<file path="config.mk">
export PLATFORM = sky130hd
export DESIGN_NAME = rga_ctrl
export DESIGN_NICKNAME = d
export VERILOG_FILES = /design/src/hdl/rga_pkg.sv /design/src/hdl/rga_ctrl.sv
export SDC_FILE = /design/constraint.sdc
export NUM_CORES = 1
export LEC_CHECK = 0
export BUFFER_PORTS_ARGS = -buffer_cell sky130_fd_sc_hd__buf_2
export CAP_MARGIN = 20
export CORE_ASPECT_RATIO = 1.2
export CORE_MARGIN = 5
export CORE_UTILIZATION = 52
export CTS_BUF_LIST = sky130_fd_sc_hd__clkbuf_2
export CTS_CLUSTER_SIZE = 14
export DETAILED_ROUTE_END_ITERATION = 8
export MAX_ROUTING_LAYER = met4
export PLACE_DENSITY = 0.78
export SLEW_MARGIN = 20
export SYNTH_ARGS = -nofsm -noshare
export SYNTH_HDL_FRONTEND = slang
export SYNTH_SLANG_ARGS = --single-unit
</file>
<file path="constraint.sdc">
create_clock -name clock -period 12.45 [get_ports clock]
set_clock_uncertainty 0.15 [all_clocks]
set_input_delay 2.49 -clock clock [delete_from_list [all_inputs] [get_ports clock]]
set_output_delay 2.49 -clock clock [all_outputs]
set_load 0.005 [all_outputs]
</file>
<file path="src/hdl/rga_pkg.sv">
package rga_pkg;

   typedef logic [47:0] id_type;

   // One table slot as it travels round the ring of cells.
   typedef struct packed {
      id_type      id;
      id_type      parent;
      logic [15:0] chr;
      logic        deleted;
      logic        mark;
   } slot_type;

   // Ring control from the sequencer to the cells.
   typedef struct packed {
      logic     shift;
      slot_type feed;
   } ring_ctl_type;

   typedef enum logic [1:0] {
      KIND_INSERT,
      KIND_REMOVE,
      KIND_QUERY,
      KIND_CLEAR
   } kind_type;

   typedef enum logic [2:0] {
      ST_DONE,
      ST_DUPLICATE,
      ST_NOT_FOUND,
      ST_FULL,
      ST_RANGE
   } status_type;

endpackage

</file>
<file path="src/hdl/rga_ctrl.sv">
module rga_ctrl
   import rga_pkg::*;
#(
   parameter int DEPTH = 256
) (
   input  logic         clock,
   input  logic         reset,
   input  logic         req_valid,
   output logic         req_ready,
   input  kind_type     req_kind,
   input  id_type       req_id,
   input  id_type       req_parent,
   input  logic [15:0]  req_char,
   input  logic [12:0]  req_position,
   input  slot_type     head,
   output ring_ctl_type ring,
   output logic         rsp_valid,
   input  logic         rsp_ready,
   output status_type   rsp_status,
   output id_type       rsp_found,
   output logic [12:0]  rsp_length
);

   localparam int IW   = $clog2(DEPTH);
   localparam int CW   = $clog2(DEPTH + 1);
   localparam int CMPW = (CW > 13) ? CW : 13;

   typedef enum logic [2:0] {
      S_IDLE,
      S_FIND,
      S_FDEC,
      S_CHECK,
      S_CDEC,
      S_SHIFT,
      S_RESP
   } state_type;

   state_type   state_ff;
   logic [IW-1:0] k_ff;
   kind_type    kind_ff;
   id_type      id_ff, par_ff, fid_ff, found_ff;
   id_type      cand_id_ff, cand_par_ff;
   logic [15:0] chr_ff;
   logic [11:0] pos_ff;
   logic [CW-1:0] used_ff, live_ff, at_ff, seen_ff;
   logic        hit_ff, skip_ff, match_ff, pfound_ff, capnext_ff;
   slot_type    buf_ff;
   status_type  status_ff;
   logic        rsp_valid_ff;
   status_type  rsp_status_ff;
   id_type      rsp_found_ff;
   logic [12:0] rsp_length_ff;

   logic [CW-1:0] k_ext, at_inc, new_at;
   logic          in_use, last, par_root, skip_now, id_hit, seen_hit;
   slot_type      new_slot;

   assign k_ext    = CW'(k_ff);
   assign in_use   = k_ext < used_ff;
   assign last     = k_ff == IW'(DEPTH - 1);
   assign par_root = par_ff == '0;
   assign skip_now = (cand_par_ff == par_ff) ? (cand_id_ff > id_ff) : hit_ff;
   assign id_hit   = in_use && (head.id == id_ff) && !match_ff;
   assign seen_hit = CMPW'(seen_ff) == CMPW'(pos_ff);
   assign at_inc   = at_ff + CW'(1);
   assign new_at   = par_root ? '0 : at_ff;
   assign new_slot = '{id: id_ff, parent: par_ff, chr: chr_ff, deleted: 1'b0, mark: 1'b0};

   // Ring feed: write back the head, edited where the pass needs it.
   always_comb begin
      ring.shift = (state_ff == S_FIND) || (state_ff == S_CHECK) || (state_ff == S_SHIFT);
      ring.feed  = head;
      case (state_ff)
         S_FIND: begin
            if (kind_ff == KIND_INSERT) ring.feed.mark = 1'b0;
            if (kind_ff == KIND_REMOVE && id_hit) ring.feed.deleted = 1'b1;
         end
         S_CHECK: begin
            if (k_ext == at_ff) ring.feed.mark = skip_now;
         end
         S_SHIFT: begin
            if (k_ext == at_ff) ring.feed = new_slot;
            else if (k_ext > at_ff) ring.feed = buf_ff;
         end
         default: ;
      endcase
   end

   always_ff @(posedge clock) begin
      if (reset) begin
         state_ff     <= S_IDLE;
         used_ff      <= '0;
         live_ff      <= '0;
         rsp_valid_ff <= 1'b0;
      end else begin
         // drop the taken result; the result state reloads it itself
         if (rsp_valid_ff && rsp_ready && state_ff != S_RESP) rsp_valid_ff <= 1'b0;
         case (state_ff)
            S_IDLE: begin
               if (req_valid) begin
                  kind_ff    <= req_kind;
                  id_ff      <= req_id;
                  par_ff     <= req_parent;
                  chr_ff     <= req_char;
                  pos_ff     <= req_position[11:0];
                  k_ff       <= '0;
                  match_ff   <= 1'b0;
                  pfound_ff  <= 1'b0;
                  capnext_ff <= 1'b0;
                  seen_ff    <= '0;
                  hit_ff     <= 1'b0;
                  found_ff   <= '0;
                  case (req_kind)
                     KIND_CLEAR: begin
                        used_ff   <= '0;
                        live_ff   <= '0;
                        status_ff <= ST_DONE;
                        state_ff  <= S_RESP;
                     end
                     KIND_QUERY: begin
                        if (req_position[12]) begin
                           status_ff <= ST_DONE;
                           state_ff  <= S_RESP;
                        end else begin
                           state_ff <= S_FIND;
                        end
                     end
                     default: state_ff <= S_FIND;
                  endcase
               end
            end
            S_FIND: begin
               k_ff <= last ? '0 : k_ff + IW'(1);
               case (kind_ff)
                  KIND_INSERT: begin
                     if (id_hit) match_ff <= 1'b1;
                     if (in_use && !par_root && !pfound_ff && head.id == par_ff) begin
                        pfound_ff  <= 1'b1;
                        at_ff      <= k_ext + CW'(1);
                        capnext_ff <= 1'b1;
                     end
                     if (capnext_ff || (par_root && k_ff == '0)) begin
                        cand_id_ff  <= head.id;
                        cand_par_ff <= head.parent;
                        capnext_ff  <= 1'b0;
                     end
                  end
                  KIND_REMOVE: begin
                     if (id_hit) begin
                        match_ff <= 1'b1;
                        if (!head.deleted) live_ff <= live_ff - CW'(1);
                     end
                  end
                  KIND_QUERY: begin
                     if (in_use && !head.deleted && !match_ff) begin
                        if (seen_hit) begin
                           match_ff <= 1'b1;
                           fid_ff   <= head.id;
                        end
                        seen_ff <= seen_ff + CW'(1);
                     end
                  end
                  default: ;
               endcase
               if (last) state_ff <= S_FDEC;
            end
            S_FDEC: begin
               case (kind_ff)
                  KIND_INSERT: begin
                     if (match_ff) begin
                        status_ff <= ST_DUPLICATE;
                        state_ff  <= S_RESP;
                     end else if (!par_root && !pfound_ff) begin
                        status_ff <= ST_NOT_FOUND;
                        state_ff  <= S_RESP;
                     end else if (used_ff == CW'(DEPTH)) begin
                        status_ff <= ST_FULL;
                        state_ff  <= S_RESP;
                     end else begin
                        at_ff    <= new_at;
                        hit_ff   <= 1'b0;
                        state_ff <= (new_at < used_ff) ? S_CHECK : S_SHIFT;
                     end
                  end
                  KIND_REMOVE: begin
                     status_ff <= match_ff ? ST_DONE : ST_NOT_FOUND;
                     state_ff  <= S_RESP;
                  end
                  KIND_QUERY: begin
                     status_ff <= match_ff ? ST_DONE : ST_RANGE;
                     found_ff  <= match_ff ? fid_ff : '0;
                     state_ff  <= S_RESP;
                  end
                  default: state_ff <= S_RESP;
               endcase
            end
            S_CHECK: begin
               k_ff <= last ? '0 : k_ff + IW'(1);
               if (k_ext < at_ff && head.mark && head.id == cand_par_ff) hit_ff <= 1'b1;
               if (k_ext == at_ff) skip_ff <= skip_now;
               if (k_ext == at_inc) begin
                  cand_id_ff  <= head.id;
                  cand_par_ff <= head.parent;
               end
               if (last) state_ff <= S_CDEC;
            end
            S_CDEC: begin
               hit_ff <= 1'b0;
               if (skip_ff) begin
                  at_ff    <= at_inc;
                  state_ff <= (at_inc < used_ff) ? S_CHECK : S_SHIFT;
               end else begin
                  state_ff <= S_SHIFT;
               end
            end
            S_SHIFT: begin
               k_ff <= last ? '0 : k_ff + IW'(1);
               if (k_ext >= at_ff) buf_ff <= head;
               if (last) begin
                  used_ff   <= used_ff + CW'(1);
                  live_ff   <= live_ff + CW'(1);
                  status_ff <= ST_DONE;
                  state_ff  <= S_RESP;
               end
            end
            S_RESP: begin
               if (!rsp_valid_ff || rsp_ready) begin
                  rsp_valid_ff  <= 1'b1;
                  rsp_status_ff <= status_ff;
                  rsp_found_ff  <= found_ff;
                  rsp_length_ff <= 13'(live_ff);
                  state_ff      <= S_IDLE;
               end
            end
            default: state_ff <= S_IDLE;
         endcase
      end
   end

   assign req_ready  = state_ff == S_IDLE;
   assign rsp_valid  = rsp_valid_ff;
   assign rsp_status = rsp_status_ff;
   assign rsp_found  = rsp_found_ff;
   assign rsp_length = rsp_length_ff;

endmodule

</file>
==> results.cfg <==
[outcome]
outcome = finished, final reports clean

[synth]
syn_area_um2 = 25100
synthFlopType = edfxtp_1
synth_edf_count = 526
synthTopCellsByArea = edfxtp_1 (63%), ha_1 (4.7%), xnor2_1 (4.2%), xor2_1 (4.1%), nor2_1 (3.0%)
ys_warn_count = 0
synth_seq_cells = 548
synth_top_cells_by_count = edfxtp_1 (526), nor2_1 (201), a21oi_1 (149)
synthesis.instances = 1930
yosysTopAreaCellShare_pct = 63.0
synth_cell_types = 75
avgSynthCellArea_um2 = 13.0
yosysMostFrequentCell = edfxtp_1
synth_top_cell_by_area = edfxtp_1
async_flop_share_pct = 0
ys_seq_area_share_pct = 64.7

[setup_path]
critPathBufInv = 2
cpMaxStageDelayCell = buf_4
critPathCaptureType = output pin
cp.arrival_ns = 5.33
r2r_start = state_ff[1]$_SDFFE_PP0P_
ff2ff_setup_slack_ns = 7.74
worst-setup-path-type = register to output pin
r2r-end = cand_id_ff[15]$_DFFE_PP_
cp.required_ns = 9.81
crit_chain = ha_1, a211o_1, nor2_1, a211oi_1, o21bai_1, nand2b_4, buf_4, o22ai_1, a21oi_1, buf_2
cpLargestDelayFamily = compound AO/OA/AOI/OAI gates
critical-path-max-stage-delay_ns = 0.69
start_kind = register
crit_fanout = 69
r2r_cells = 7

[clock_network]
numClockSinks = 548
cts_setup_buffers = 0
root_buffer = clkbuf_2
cts-resized-gates = 0
clkTransAtPathRegs_ns = 0.11
cts_buffer_depth = 3
clock_latency_ns = 1.30
cts_tree = done
numCtsBuffers = 135
ctsHoldBuffers = 0
cts.htree.levels = 4

[power_and_ir_drop]
power_density_nw_per_um2 = 162
ir_drop_v = 0.000129
p_leak_nw = 11.2

[floorplanning]
die-area_um2 = 52700
start_util_pct = 52.4
coreArea_um2 = 47900
rows = 88
fp.dieH_um = 251
num_io_pins = 426
die_w_um = 210

[grt]
overflow = 0
grtUsageTotal_pct = 31.8
grt_pass1_vias = 18700
grt_max_degree = 71
grt_antenna_before_repair = 4
grt_pass1_wl_mm = 120

[finish]
fill_cells = 3853
register_area_um2 = 16200
area_delta_synth_final_pct = 16.2
final_layout_size_suffix_gt1_share_pct = 26.8
fin_util_pct = 60.8
multi_input_area_um2 = 8290
nets = 2772

[placement]
port_buffers = 421
dp_hpwl_mm = 62.0
gp_congestion = 1.00

[detailed_routing]
drtPass1Iterations = 5
dr_total_vias = 18800
wl_per_cell_um = 26.3
wl_mm = 83.2
drc_errors = 0
dr.first_iter.drc_count = 1909
via_per_inst = 5.93
antenna_left = 0

[timing]
fmax_ghz = 0.125
setup_viol = 0
slew_viol_final = 0
tightest_slew_ns = 1.07
finalHoldViolCount = 0
grt_setup_unrepaired = false
min_period_ns = 7.97
min_period_over_period_pct = 64.0
tns_ns = 0
slew_headroom_pct = 29.0

[min_path]
whs_path_depth = 0
min_to = rsp_found[7]$_DFFE_PP_
hp-start = found_ff[7]$_SDFFCE_PN0P_
hp-class = register to register

[flow_run]
maxCapViolations = 0
[worst reg2reg max path, stage by stage, from the launching register on]
cell and delay, ns:
dfxtp_1 0.78, clkinv_1 0.54, or4_1 0.65, nor4_1 0.41
a32oi_1 0.26, nor4_4 0.28, buf_4 0.48, buf_4 0.75
[flip-flops by register name, indices dropped and copies added (netlist names), 16 cells and up]
name / count
buf_ff: 114
cand_id_ff: 48
cand_par_ff: 48
fid_ff: 48
found_ff: 48
id_ff: 48
par_ff: 48
rsp_found: 48
chr_ff: 16
[worst max-delay path by stage]
stage | slack (ns) | to | cells past startpoint | from
global route | 4.18 | ring[28] | 10 | k_ff[1]$_SDFFCE_PP0P_
detailed placement | 5.06 | ring[1] | 8 | head[67]
CTS | 4.32 | ring[28] | 8 | k_ff[7]$_SDFFCE_PP0P_
finish | 4.48 | ring[28] | 10 | k_ff[6]$_SDFFCE_PP0P_
floorplan | 2.56 | rsp_found[0]$_DFFE_PP_ | 3 | reset
global placement | 5.04 | ring[1] | 8 | head[67]
[cell families (layout without fill, tap and decap cells)]
kind of cell | count (synthesis) | count (layout) | synth area share, %
adders and majority gates | 96 | 96 | 4.82
and+or+nand+nor | 501 | 501 | 10.1
xor gates and xnor gates | 238 | 238 | 8.31
buffers and inverters | 164 | 761 | 2.60
muxes | 4 | 4 | 0.160
AOI/OAI and AO/OA | 378 | 378 | 9.30
DFF | 548 | 548 | 64.7
other | 1 | 8 | 0.0150
[per-stage QoR]
step                setup WS, ns  total power, mW  cells  instance area, um2  hold slack [ns]
floorplan                   2.56             3.10   1933               25100            0.250
global placement            5.04             3.52   2923               27900            0.252
detailed placement          5.06             3.54   2923               27900            0.255
CTS                         4.32             4.74   3159               29100            0.263
global route                4.18             4.96   3164               29100            0.268
finish                      4.48             4.73   3164               29100            0.267
[layout by cell type, fill, tap and decap left out, types with 5 or more instances in the layout]
cell type,count
nor2b_1,13
xnor2_1,120
o211ai_1,5
ha_1,95
nor4_1,50
a211oi_1,10
o22ai_1,117
a21oi_1,148
nor3_1,28
clkinv_1,31
clkbuf_2,189
nand3_1,30
o31ai_1,5
dfxtp_1,22
buf_4,18
o21a_1,6
nor2_1,200
inv_1,83
clkinv_2,7
edfxtp_1,526
a21o_1,5
nand4_1,45
nand2_1,37
xor2_1,118
buf_2,421
and3_1,53
nand2b_1,9
o21ai_0,28
[routing by layer]
layer / GRT usage [%] / routed length [um] / part of all wire, %
met1: 42.7 / 33500 / 40
met2: 48.6 / 39200 / 47
met3: 7.17 / 8180 / 9.8
met4: 10.7 / 2350 / 2.8
met5: - / 0 / 0
[power breakdown]
| group | internal (mW) | switching (mW) | leakage, nW | total [mW] |
|---|---|---|---|---|
| Sequential | 2.27 | 0.229 | 4.99 | 2.50 |
| Combinational | 0.374 | 0.650 | 5.25 | 1.02 |
| Clock | 0.476 | 0.731 | 0.927 | 1.21 |
| Total | 3.12 | 1.61 | 11.2 | 4.73 |
[layout make-up]
type | instances | area share, %
inverters | 85 | 1.10
well taps | 630 | 2.71
diodes | 4 | 0.0344
multi-input cells | 1221 | 28.4
clock inverters | 47 | 0.988
clock buffers | 189 | 3.25
flip-flops and latches | 548 | 55.7
repair buffers | 440 | 7.76
(Power assumes the default switching activity.)
